==> config.mk <==
export PLATFORM = sky130hd
export DESIGN_NAME = tone_access_repeater_controller
export DESIGN_NICKNAME = d
export VERILOG_FILES = /design/src/rtl/tar_pkg.sv /design/src/rtl/tar_core.sv /design/src/rtl/tone_access_repeater_controller.sv
export VERILOG_INCLUDE_DIRS = /design/src /design/src/rtl
export SDC_FILE = /design/constraint.sdc
export NUM_CORES = 1
export LEC_CHECK = 0
export BUFFER_PORTS_ARGS = -buffer_cell sky130_fd_sc_hd__buf_2
export CAP_MARGIN = 20
export CORE_AREA = 5 5 107 109
export CTS_BUF_LIST = sky130_fd_sc_hd__clkbuf_8 sky130_fd_sc_hd__clkbuf_16
export CTS_CLUSTER_DIAMETER = 120
export DETAILED_ROUTE_END_ITERATION = 16
export DIE_AREA = 0 0 112 114
export PLACE_DENSITY_LB_ADDON = 0.1
export RECOVER_POWER = 50
export SLEW_MARGIN = 10
export SYNTH_ARGS = -nofsm -noshare
export SYNTH_HDL_FRONTEND = slang
export SYNTH_SLANG_ARGS = --single-unit
==> constraint.sdc <==
create_clock -name clk_i -period 7.7 [get_ports clk_i]
set_input_delay 0.77 -clock clk_i [delete_from_list [all_inputs] [get_ports clk_i]]
set_output_delay 0.77 -clock clk_i [all_outputs]
set_load 0.01 [all_outputs]
==> src/rtl/assert_macros.svh <==
// Assertion macros used by the repeater controller core.
`ifndef ASSERT_MACROS_SVH
`define ASSERT_MACROS_SVH

// Concurrent assertion on an explicit clock and active-low reset.
`define ASSERT_AT(label, clk, rst_n, prop, msg) \
  label: assert property (@(posedge clk) disable iff (!rst_n) (prop)) else $error(msg);

// Concurrent assertion on the standard clk_i / rst_ni pair.
`define ASSERT_STD(label, prop, msg) \
  `ASSERT_AT(label, clk_i, rst_ni, prop, msg)

`endif

==> src/rtl/tar_pkg.sv <==
// Package for the tone access repeater controller: types, codes and phase helpers.
package tar_pkg;

  typedef enum logic [5:0] {
    PH_IDLE    = 6'b000001,
    PH_KEYUP   = 6'b000010,
    PH_WELCOME = 6'b000100,
    PH_REPEAT  = 6'b001000,
    PH_CLOSING = 6'b010000,
    PH_KEYDOWN = 6'b100000
  } phase_e;

  typedef enum logic [1:0] {
    CMD_POLL   = 2'd0,
    CMD_SECOND = 2'd1,
    CMD_HALF   = 2'd2
  } cmd_e;

  typedef enum logic [1:0] {
    PLAY_NONE    = 2'd0,
    PLAY_WELCOME = 2'd1,
    PLAY_CLOSING = 2'd2,
    PLAY_BEEP    = 2'd3
  } play_e;

  typedef enum logic [1:0] {
    REG_SQUELCH = 2'd0,
    REG_TIMEOUT = 2'd1,
    REG_ENABLED = 2'd2,
    REG_CTCSS   = 2'd3
  } cfg_reg_e;

  localparam logic [2:0] PHC_IDLE    = 3'd0;
  localparam logic [2:0] PHC_KEYUP   = 3'd1;
  localparam logic [2:0] PHC_WELCOME = 3'd2;
  localparam logic [2:0] PHC_REPEAT  = 3'd3;
  localparam logic [2:0] PHC_CLOSING = 3'd4;
  localparam logic [2:0] PHC_KEYDOWN = 3'd5;

  localparam int AU_INPUT    = 0;
  localparam int AU_ANNOUNCE = 1;
  localparam int AU_SUBTONE  = 2;

  localparam int LED_RX = 0;
  localparam int LED_TX = 1;

  localparam logic [7:0]  CARRIER_LOSS_LIMIT = 8'd10;
  localparam logic [7:0]  STEP_MAX           = 8'hFF;
  localparam logic [15:0] TIMEOUT_MAX        = 16'hFFFF;
  localparam logic [1:0]  BEEP_HOLDOFF       = 2'd2;
  localparam logic [3:0]  SQUELCH_RESET      = 4'd9;
  localparam logic [15:0] TIMEOUT_RESET      = 16'd180;

  typedef struct packed {
    logic [1:0] cmd;
    logic [3:0] signal_s;
    logic       button_level;
    logic       tone_detected;
    logic       playback_busy;
  } item_t;

  typedef struct packed {
    logic        ptt;
    logic        rx_led;
    logic        tx_led;
    logic        input_audio_on;
    logic        announce_audio_on;
    logic        subtone_on;
    logic [1:0]  play_request;
    logic [2:0]  phase;
    logic        carrier_detect;
    logic [15:0] timeout_count;
  } result_t;

  typedef struct packed {
    logic        valid;
    logic [1:0]  index;
    logic [15:0] data;
  } cfg_wr_t;

  typedef struct packed {
    phase_e      phase;
    logic [7:0]  step;
    logic [15:0] tmo;
    logic [1:0]  holdoff;
    logic        last_button;
    logic        carrier_now;
    logic        carrier_prev;
    logic        blink;
    logic [2:0]  audio;
    logic [1:0]  leds;
    logic        ptt;
  } state_t;

  localparam state_t ST_RESET = '{
    phase:        PH_IDLE,
    step:         8'd0,
    tmo:          16'd0,
    holdoff:      2'd0,
    last_button:  1'b1,
    carrier_now:  1'b0,
    carrier_prev: 1'b0,
    blink:        1'b0,
    audio:        3'd0,
    leds:         2'd0,
    ptt:          1'b0
  };

  function automatic logic [2:0] phase_code(phase_e ph);
    logic [2:0] c;
    unique case (ph)
      PH_IDLE:    c = PHC_IDLE;
      PH_KEYUP:   c = PHC_KEYUP;
      PH_WELCOME: c = PHC_WELCOME;
      PH_REPEAT:  c = PHC_REPEAT;
      PH_CLOSING: c = PHC_CLOSING;
      PH_KEYDOWN: c = PHC_KEYDOWN;
      default:    c = PHC_IDLE;
    endcase
    return c;
  endfunction

  // Entry actions of a phase change; play requests are raised by the caller.
  function automatic state_t go_phase(state_t s, phase_e ph, logic ctcss);
    state_t r;
    r = s;
    r.step = 8'd0;
    unique case (ph)
      PH_IDLE: begin
        r.audio = 3'd0;
        r.ptt   = 1'b0;
      end
      PH_KEYUP: begin
        r.ptt = 1'b1;
      end
      PH_WELCOME: begin
        r.audio[AU_INPUT]    = 1'b0;
        r.audio[AU_ANNOUNCE] = 1'b1;
        if (ctcss) r.audio[AU_SUBTONE] = 1'b1;
      end
      PH_REPEAT: begin
        r.carrier_prev       = s.carrier_now;
        r.audio[AU_INPUT]    = s.carrier_now;
        r.audio[AU_ANNOUNCE] = 1'b0;
        if (ctcss) r.audio[AU_SUBTONE] = 1'b1;
        r.tmo = 16'd0;
      end
      PH_CLOSING: begin
        r.audio[AU_ANNOUNCE] = 1'b1;
        if (ctcss) r.audio[AU_SUBTONE] = 1'b1;
      end
      default: begin
      end
    endcase
    r.phase = ph;
    return r;
  endfunction

endpackage

==> src/rtl/tar_core.sv <==
// Controller state, configuration registers and the per-transaction update logic.
`include "assert_macros.svh"

module tar_core (
  input  logic             clk_i,
  input  logic             rst_ni,
  input  logic             item_go_i,
  input  tar_pkg::item_t   item_i,
  input  tar_pkg::cfg_wr_t cfg_i,
  output tar_pkg::result_t result_o
);
  import tar_pkg::*;

  state_t      st_q, st_d;
  logic [3:0]  squelch_q, squelch_d;
  logic [15:0] tlimit_q, tlimit_d;
  logic        enabled_q, enabled_d;
  logic        ctcss_q, ctcss_d;
  play_e       play;
  logic        carrier_new;

  assign carrier_new = (item_i.signal_s >= squelch_q);

  always_comb begin
    st_d      = st_q;
    squelch_d = squelch_q;
    tlimit_d  = tlimit_q;
    enabled_d = enabled_q;
    ctcss_d   = ctcss_q;
    play      = PLAY_NONE;
    if (item_go_i) begin
      case (cmd_e'(item_i.cmd))
        CMD_POLL: begin
          if (enabled_q) begin
            if (!st_d.last_button && item_i.button_level) begin
              st_d = go_phase(st_d, PH_KEYUP, ctcss_q);
            end
            st_d.last_button = item_i.button_level;
            st_d.carrier_now = carrier_new;
            if (carrier_new != st_d.carrier_prev) begin
              if (st_d.phase == PH_REPEAT) begin
                st_d.audio[AU_INPUT] = carrier_new;
                if (!carrier_new && st_d.holdoff == 2'd0) begin
                  st_d.audio[AU_ANNOUNCE] = 1'b1;
                  play                    = PLAY_BEEP;
                  st_d.tmo                = 16'd0;
                  st_d.holdoff            = BEEP_HOLDOFF;
                end
              end else begin
                st_d.audio[AU_INPUT] = 1'b0;
              end
              st_d.carrier_prev = carrier_new;
            end
          end
        end
        CMD_SECOND: begin
          if (enabled_q) begin
            unique case (st_d.phase)
              PH_IDLE: begin
                if (item_i.tone_detected && st_d.carrier_now) begin
                  if (st_d.step != STEP_MAX) st_d.step = st_d.step + 8'd1;
                end else begin
                  st_d.step = 8'd0;
                end
                if (st_d.step != 8'd0) st_d = go_phase(st_d, PH_KEYUP, ctcss_q);
              end
              PH_KEYUP: begin
                if (st_d.step != STEP_MAX) st_d.step = st_d.step + 8'd1;
                if (st_d.step > 8'd1 && !item_i.tone_detected) begin
                  st_d = go_phase(st_d, PH_WELCOME, ctcss_q);
                  play = PLAY_WELCOME;
                end
              end
              PH_WELCOME: begin
                if (!item_i.playback_busy) st_d = go_phase(st_d, PH_REPEAT, ctcss_q);
              end
              PH_REPEAT: begin
                if (!st_d.carrier_now) begin
                  if (st_d.step != STEP_MAX) st_d.step = st_d.step + 8'd1;
                end else begin
                  st_d.step = 8'd0;
                end
                if (st_d.tmo != TIMEOUT_MAX) st_d.tmo = st_d.tmo + 16'd1;
                if (st_d.step > CARRIER_LOSS_LIMIT || st_d.tmo >= tlimit_q) begin
                  st_d = go_phase(st_d, PH_CLOSING, ctcss_q);
                  play = PLAY_CLOSING;
                end
              end
              PH_CLOSING: begin
                if (!item_i.playback_busy) st_d = go_phase(st_d, PH_KEYDOWN, ctcss_q);
              end
              PH_KEYDOWN: begin
                if (st_d.step != STEP_MAX) st_d.step = st_d.step + 8'd1;
                if (st_d.step > 8'd1) st_d = go_phase(st_d, PH_IDLE, ctcss_q);
              end
              default: begin
              end
            endcase
            if (st_d.holdoff != 2'd0) begin
              st_d.holdoff = st_d.holdoff - 2'd1;
              if (st_d.holdoff == 2'd0) st_d.audio[AU_ANNOUNCE] = 1'b0;
            end
          end
        end
        CMD_HALF: begin
          if (st_d.phase == PH_IDLE) begin
            st_d.leds[LED_RX] = st_d.carrier_now ? st_d.blink : 1'b1;
            st_d.leds[LED_TX] = 1'b0;
          end else begin
            st_d.leds[LED_TX] = (!st_d.carrier_now || st_d.phase == PH_CLOSING) ?
                                st_d.blink : 1'b1;
            st_d.leds[LED_RX] = 1'b0;
          end
          st_d.blink = ~st_d.blink;
        end
        default: begin
        end
      endcase
    end else if (cfg_i.valid) begin
      unique case (cfg_reg_e'(cfg_i.index))
        REG_SQUELCH: squelch_d = cfg_i.data[3:0];
        REG_TIMEOUT: tlimit_d  = cfg_i.data;
        REG_ENABLED: begin
          enabled_d = cfg_i.data[0];
          if (!cfg_i.data[0]) st_d = go_phase(st_d, PH_IDLE, ctcss_q);
        end
        REG_CTCSS:   ctcss_d   = cfg_i.data[0];
        default: begin
        end
      endcase
    end
  end

  always_ff @(posedge clk_i or negedge rst_ni) begin
    if (!rst_ni) begin
      st_q      <= ST_RESET;
      squelch_q <= SQUELCH_RESET;
      tlimit_q  <= TIMEOUT_RESET;
      enabled_q <= 1'b1;
      ctcss_q   <= 1'b0;
    end else begin
      st_q      <= st_d;
      squelch_q <= squelch_d;
      tlimit_q  <= tlimit_d;
      enabled_q <= enabled_d;
      ctcss_q   <= ctcss_d;
    end
  end

  always_comb begin
    result_o.ptt               = st_d.ptt;
    result_o.rx_led            = st_d.leds[LED_RX];
    result_o.tx_led            = st_d.leds[LED_TX];
    result_o.input_audio_on    = st_d.audio[AU_INPUT];
    result_o.announce_audio_on = st_d.audio[AU_ANNOUNCE];
    result_o.subtone_on        = st_d.audio[AU_SUBTONE];
    result_o.play_request      = play;
    result_o.phase             = phase_code(st_d.phase);
    result_o.carrier_detect    = st_d.carrier_now;
    result_o.timeout_count     = st_d.tmo;
  end

  // transmitter is keyed in every phase but idle
  `ASSERT_STD(ptt_matches_phase, st_q.ptt == (st_q.phase != PH_IDLE), "ptt out of step with phase")
  `ASSERT_STD(idle_audio_off, (st_q.phase == PH_IDLE) |-> (st_q.audio == 3'd0), "audio on in idle")
  `ASSERT_STD(holdoff_range, st_q.holdoff <= BEEP_HOLDOFF, "beep holdoff out of range")

endmodule

==> src/rtl/tone_access_repeater_controller.sv <==
// Top level of the tone access repeater controller: input stage, core and result register.
// A transaction goes from the input stage through the core into the result register.
// Throughput: one per cycle unless stalled; input stage and result register hold one each.
// The single state update between input register and result register sets that rate.
// Reset: asynchronous, active low; idle phase, registers at their documented defaults.
// Configuration writes are ready while the input stage is empty.
module tone_access_repeater_controller (
  input  logic              clk_i,
  input  logic              rst_ni,
  input  logic              in_valid_i,
  output logic              in_stall_o,
  input  tar_pkg::item_t    in_item_i,
  output logic              out_valid_o,
  input  logic              out_stall_i,
  output tar_pkg::result_t  out_result_o,
  input  logic              cfg_valid_i,
  output logic              cfg_ready_o,
  input  logic [1:0]        cfg_index_i,
  input  logic [15:0]       cfg_data_i
);
  import tar_pkg::*;

  logic    s1_valid_q, s1_valid_d;
  item_t   s1_item_q, s1_item_d;
  logic    out_valid_q, out_valid_d;
  result_t out_q, out_d;
  result_t core_result;
  cfg_wr_t cfg_wr;
  logic    out_free, s1_go, in_fire;

  assign out_free    = !out_valid_q || !out_stall_i;
  assign s1_go       = s1_valid_q && out_free;
  assign in_stall_o  = s1_valid_q && !out_free;
  assign in_fire     = in_valid_i && !in_stall_o;
  assign cfg_ready_o = !s1_valid_q;

  always_comb begin
    cfg_wr.valid = cfg_valid_i && cfg_ready_o;
    cfg_wr.index = cfg_index_i;
    cfg_wr.data  = cfg_data_i;
  end

  tar_core u_core (
    .clk_i    (clk_i),
    .rst_ni   (rst_ni),
    .item_go_i(s1_go),
    .item_i   (s1_item_q),
    .cfg_i    (cfg_wr),
    .result_o (core_result)
  );

  always_comb begin
    s1_valid_d  = s1_valid_q;
    s1_item_d   = s1_item_q;
    out_valid_d = out_valid_q;
    out_d       = out_q;
    if (s1_go) s1_valid_d = 1'b0;
    if (in_fire) begin
      s1_valid_d = 1'b1;
      s1_item_d  = in_item_i;
    end
    if (s1_go) begin
      out_valid_d = 1'b1;
      out_d       = core_result;
    end else if (out_valid_q && !out_stall_i) begin
      out_valid_d = 1'b0;
    end
  end

  always_ff @(posedge clk_i or negedge rst_ni) begin
    if (!rst_ni) begin
      s1_valid_q  <= 1'b0;
      out_valid_q <= 1'b0;
    end else begin
      s1_valid_q  <= s1_valid_d;
      out_valid_q <= out_valid_d;
    end
  end

  always_ff @(posedge clk_i) begin
    s1_item_q <= s1_item_d;
    out_q     <= out_d;
  end

  assign out_valid_o  = out_valid_q;
  assign out_result_o = out_q;

endmodule

---- Word-level counts from Yosys, hierarchy flattened ----
Cells that the tools add are included.
word-level totals
  flip-flop bits (word level) ............. 103
  output and inout bits ................... 31
cells by class
  $lt $le $gt $ge ......................... 5
  eq/ne operators ......................... 37
  mux-type cells .......................... 78
  reductions and logical operators ........ 41
  add/subtract/negate cells ............... 3
  bitwise operators ....................... 4
operators by type and width
  operator               count
  $mux 42                19
  $pmux 42 s6            1
  $mux 8                 19
  $mux 16                5
  $pmux 35 s2            1
  $mux 18                3
  $eq 6x4->1 const B     3
  $mux 2                 9
  $add 16x1->16 const B  1
  $ge 16x16->1           1
  $gt 8x1->1 const B     2
  $ne 16x16->1 const B   1
  $pmux 3 s5             1
  $mux 1                 14
  $ne 2x2->1 const B     7
  $eq 6x2->1 const B     2
  $eq 6x3->1 const B     2
  $eq 6x5->1 const B     2
  $eq 6x6->1 const B     2
  $reduce_and 3->1       4
  $reduce_and 4->1       3
  $reduce_bool 2->1      6
  $reduce_and 11->1      1
  $reduce_and 10->1      1
  other kinds (25)       58

---- Depth between registers and ports, before layout ----
  word-level depth ........................ 23
  depth in mapped cells ................... 20
  mapped depth without buffers ............ 18

---- By module ----
A second synthesis with hierarchy kept.
second synthesis, totals
  cells, all modules ...................... 625
  area, all modules ....................... 6,108.4 µm²
by module, submodules not included
  module                           area an instance (µm²)  cells an instance  times used
  tar_core                         4,898.4                 577                1
  tone_access_repeater_controller  1,209.9                 48                 1

---- Worst setup path after synthesis ----
Ideal clock, no wire load.
  path type ............................... register to register
  start point ............................. register u_core.st_q[16] (netlist name)
  end point ............................... register out_q, in the netlist out_result_o[17], data pin
  required time ........................... 7.444 ns
  clock period less this slack ............ 4.112 ns
  library setup time ...................... 0.256 ns
  stages on the path, launching flop included .. 20
  path slack .............................. 3.588 ns
  arrival time ............................ 3.855 ns
  path through ............................ dfrtp_1 > clkbuf_1 > and4_1 > nand4_1 > nor4_1 > nand4_1 > nand2b_1 > clkbuf_1 > nor2_1 > xor2_1 > ha_1 > a21oi_1 > o21ai_0 > a21oi_1 > o31ai_1 > nor4_1 > nor3_2 > a211oi_4 > a211oi_1 > a22o_1
RTL lines
  element                 RTL line                               source
  start, declared         tar_core.sv:14                         state_t st_q, st_d;
  start signal, assigned  tar_core.sv:142                        st_q <= st_d;
  end signal, assigned    tone_access_repeater_controller.sv:82  out_q <= out_d;
  end, declared           tone_access_repeater_controller.sv:26  result_t out_q, out_d;

==> flow_metrics.tcl <==
set metrics [dict create \
    status "finished, violations left" \
    violations "capacitance limit, slew limit" \
    ctsHoldBuffers 0 \
    grt_overflow 0 \
    skew_ps 18.90 \
    post-synth-top-area-cell "dfrtp_1" \
    synth_seq_area_share 0.4832 \
    grt_start_max_net_pins 67 \
    cpLargestDelayFamily "compound AO/OA/AOI/OAI gates" \
    ys_top_cells_by_area "dfrtp_1, edfxtp_1, ha_1" \
    drtPass1Iterations 5 \
    syn_to_final_growth_pct 9.503 \
    p_sw_uw 446.3 \
    pre_cts_ws_ps 2617 \
    clock_latency_ps 400 \
    synth_compound_area_frac 0.1916 \
    grt_pass1_vias 4435 \
    crit_path_end_kind "register" \
    drive_gt1_frac 0.1648 \
    antenna_cells 0 \
    synthAdderAreaFrac 0.05231 \
    coreArea_sq_um 10510 \
    synth.top_cell.area_share 0.2485 \
    cts_tree "built" \
    multi_input_area_sq_um 2688 \
    worstPathMaxFanout 11 \
    grt_pass1_wl_um 22440 \
    clk_pin_slew_worst_paths_ps 110 \
    p_comb_frac 0.243 \
    layout_common_cells "nand2_1, dfrtp_1, buf_2, o21ai_0, inv_1" \
    seqPwrFrac 0.522 \
    worstPathCellList "and4_1 > nand4_1 > nor4_1 > nand4_1 > nand2b_1 > nor2_1 > xor2_1 > ha_1 > a21oi_1 > o21ai_0 > a21oi_1 > o31ai_1 > o31ai_1 > o21ai_0 > a22o_1 > a211oi_1 > a22o_1" \
    synth.avg_cell_area_sq_um 9.830 \
    place.gp.congestion 0.8948 \
    internal-power_uw 923.8 \
    port_buffers 62 \
    tightestPinTransition_ps 3637 \
    dpl.hpwl_um 10010 \
    synth_edf_count 37 \
    fin_total_pwr_uw 1370 \
    antenna_found_initial 0 \
    synthCells 584 \
    crit_path_start_kind "register" \
    maxCapViolCount 1 \
    max_clock_freq_ghz 0.1877 \
    cts_made_buffers 9 \
    initial_core_util 0.5463 \
    wl_um 13580 \
    layout_commonest_cell "nand2_1" \
    die_area_sq_um 12770 \
    stdcell_area_sq_um 6286 \
    crit_buf_inv 0 \
    drt_iter0_drc 336 \
    antenna_left 0 \
    die_w_um 112 \
    synthXorXnorAreaFrac 0.02594 \
    wire_per_inst_um 17.47 \
    arrival_ps 5580 \
    clockPowerShare 0.235 \
    synthArstFlopShare 0.6408 \
    critPathSlowestCell "o31ai_1" \
    clock_sinks 103 \
    viasPerCell 5.882 \
    final_max_slew_viol_count 67 \
    htreeDepth 3 \
    floorplan.die.height_um 114 \
    cts-root-buf "clkbuf_8" \
    fin_nets 688 \
    cts_setup_buffers 0 \
    ir_worst_vdd_mv 0.1726 \
    synth_top_family_by_area "compound AO/OA/AOI/OAI gates" \
    cp_data_required_time_ps 7960 \
    regArea_sq_um 2774 \
    fin_crit_sh 0.6918 \
    num_vias 4570 \
    slowest_delay_ps 610 \
    ys_types 73 \
    cts_resized 0 \
    synth_fp_nets 640 \
    postPlaceCellArea_sq_um 6120 \
    min_period_ps 5327 \
    leakage_uw 0.002681 \
    ys.flop_type "dfrtp_1" \
    yosys_warnings 0 \
    netlist_area_sq_um 5741 \
    finalHoldViolCount 0 \
    pwr_density_cell_nw_per_um2 218.0 \
    nFillCells 913 \
    fin_ws_ps 2373 \
    hold_class "reg2reg" \
    row_count 38 \
    final.setup.tns_ps 0 \
    rsz0062_at_grt "false" \
    synthSimpleGateAreaFrac 0.1796 \
    muxShareOfSynthArea 0.01874 \
    p_sw_frac 0.3257 \
    grtUsageTotal 0.2227 \
    finalSetupViolCount 0 \
    cts_max_path_buffers 2 \
    crit_type "reg2reg" \
    reg2reg_setup_slack_ps 2370 \
    drc 0 \
    slew_headroom -1.424 \
    ioPinCount 63 \
    ys_seq_elements 103 \
]
## through the flow
step | hold WS [ps] | cells | utilization
2_1_floorplan | 441.0 | 584 | -
3_3_place_gp | 464.0 | 761 | 0.5824
3_5_place_dp | 489.0 | 761 | 0.5824
4_1_cts | 509.6 | 777 | 0.5999
5_1_grt | 528.6 | 777 | 0.5982
6_report | 507.8 | 777 | 0.5982
## worst reg2reg max path, stage by stage, from the launching register on
cell	delay [ps]
dfrtp_1	490
and4_1	270
nand4_1	140
nor4_1	510
nand4_1	520
nand2b_1	440
nor2_1	130
xor2_1	170
ha_1	320
a21oi_1	140
o21ai_0	100
a21oi_1	160
o31ai_1	130
o31ai_1	610
o21ai_0	300
a22o_1	320
a211oi_1	250
a22o_1	170
## power groups by stage
stage               clock, uW  sequential (uW)  combinational, uW
finish                    323              715                332
floorplan                   0              711                235
detailed placement          0              724                333
CTS                       332              713                334
global route              353              726                371
global placement            0              722                324
## metal layers
metal | GRT usage | vias to the layer above | wire (um)
met4 | 0.09455 | 0 | 338
met2 | 0.3613 | 160 | 6443
met5 | 0 | - | 0
met3 | 0.03660 | 28 | 712
li1 | - | 2213 | -
met1 | 0.2993 | 2169 | 6081
## logic make-up after synthesis
family	count (synthesis)
and+or+nand+nor	199
AOI/OAI and AO/OA	164
DFF	103
buffers and inverters	67
adders and majority gates	24
xor gates and xnor gates	17
muxes	10
## area by class of cell
cell class,instances,share of cell area
sequential,103,0.4413
multi-input combinational,414,0.4275
timing repair buffer,66,0.05135
tap,140,0.02787
clock buffer,10,0.02369
inverter,38,0.02269
clock inverter,6,0.005573
## path summary, 6_finish.rpt
path,depth (start not counted),from,to
worst min register to register,2,u_core.st_q[2]$_DFF_PN0_,u_core.st_q[2]$_DFF_PN0_
worst max register to register,17,u_core.st_q[16]$_DFF_PN0_,out_result_o[17]$_DFFE_PP_
worst max-delay path,17,u_core.st_q[16]$_DFF_PN0_,out_result_o[17]$_DFFE_PP_
max in group asynchronous,2,rst_ni,u_core.st_q[38]$_DFF_PN0_
min in group asynchronous,2,rst_ni,u_core.st_q[27]$_DFF_PN0_
worst min-delay path,2,u_core.st_q[2]$_DFF_PN0_,u_core.st_q[2]$_DFF_PN0_
## sequential cells by signal (all words and copies together), names as in the netlist
signal and count:
u_core.squelch_q 4, u_core.ctcss_q 1, u_core.tlimit_q 16, s1_item_q 9
u_core.enabled_q 1, s1_valid_q 1, out_result_o 28, u_core.st_q 42
out_valid_o 1
## synthesized netlist by cell type (all sizes together) (6+ instances only)
cell,number
a31oi,6
nor2,37
dfstp,9
buf,7
nor3,11
xor2,7
nand4,7
a22o,15
inv,38
ha,24
o31ai,6
edfxtp,37
mux2,6
nand2,67
a21o,6
a211oi,7
nor4,9
dfrtp,57
a21oi,33
o21ai,54
clkbuf,22
nor2b,9
nand2b,7
xnor2,10
nand3,17
o22ai,6
No activity file was read; power rests on OpenSTA's default activity.
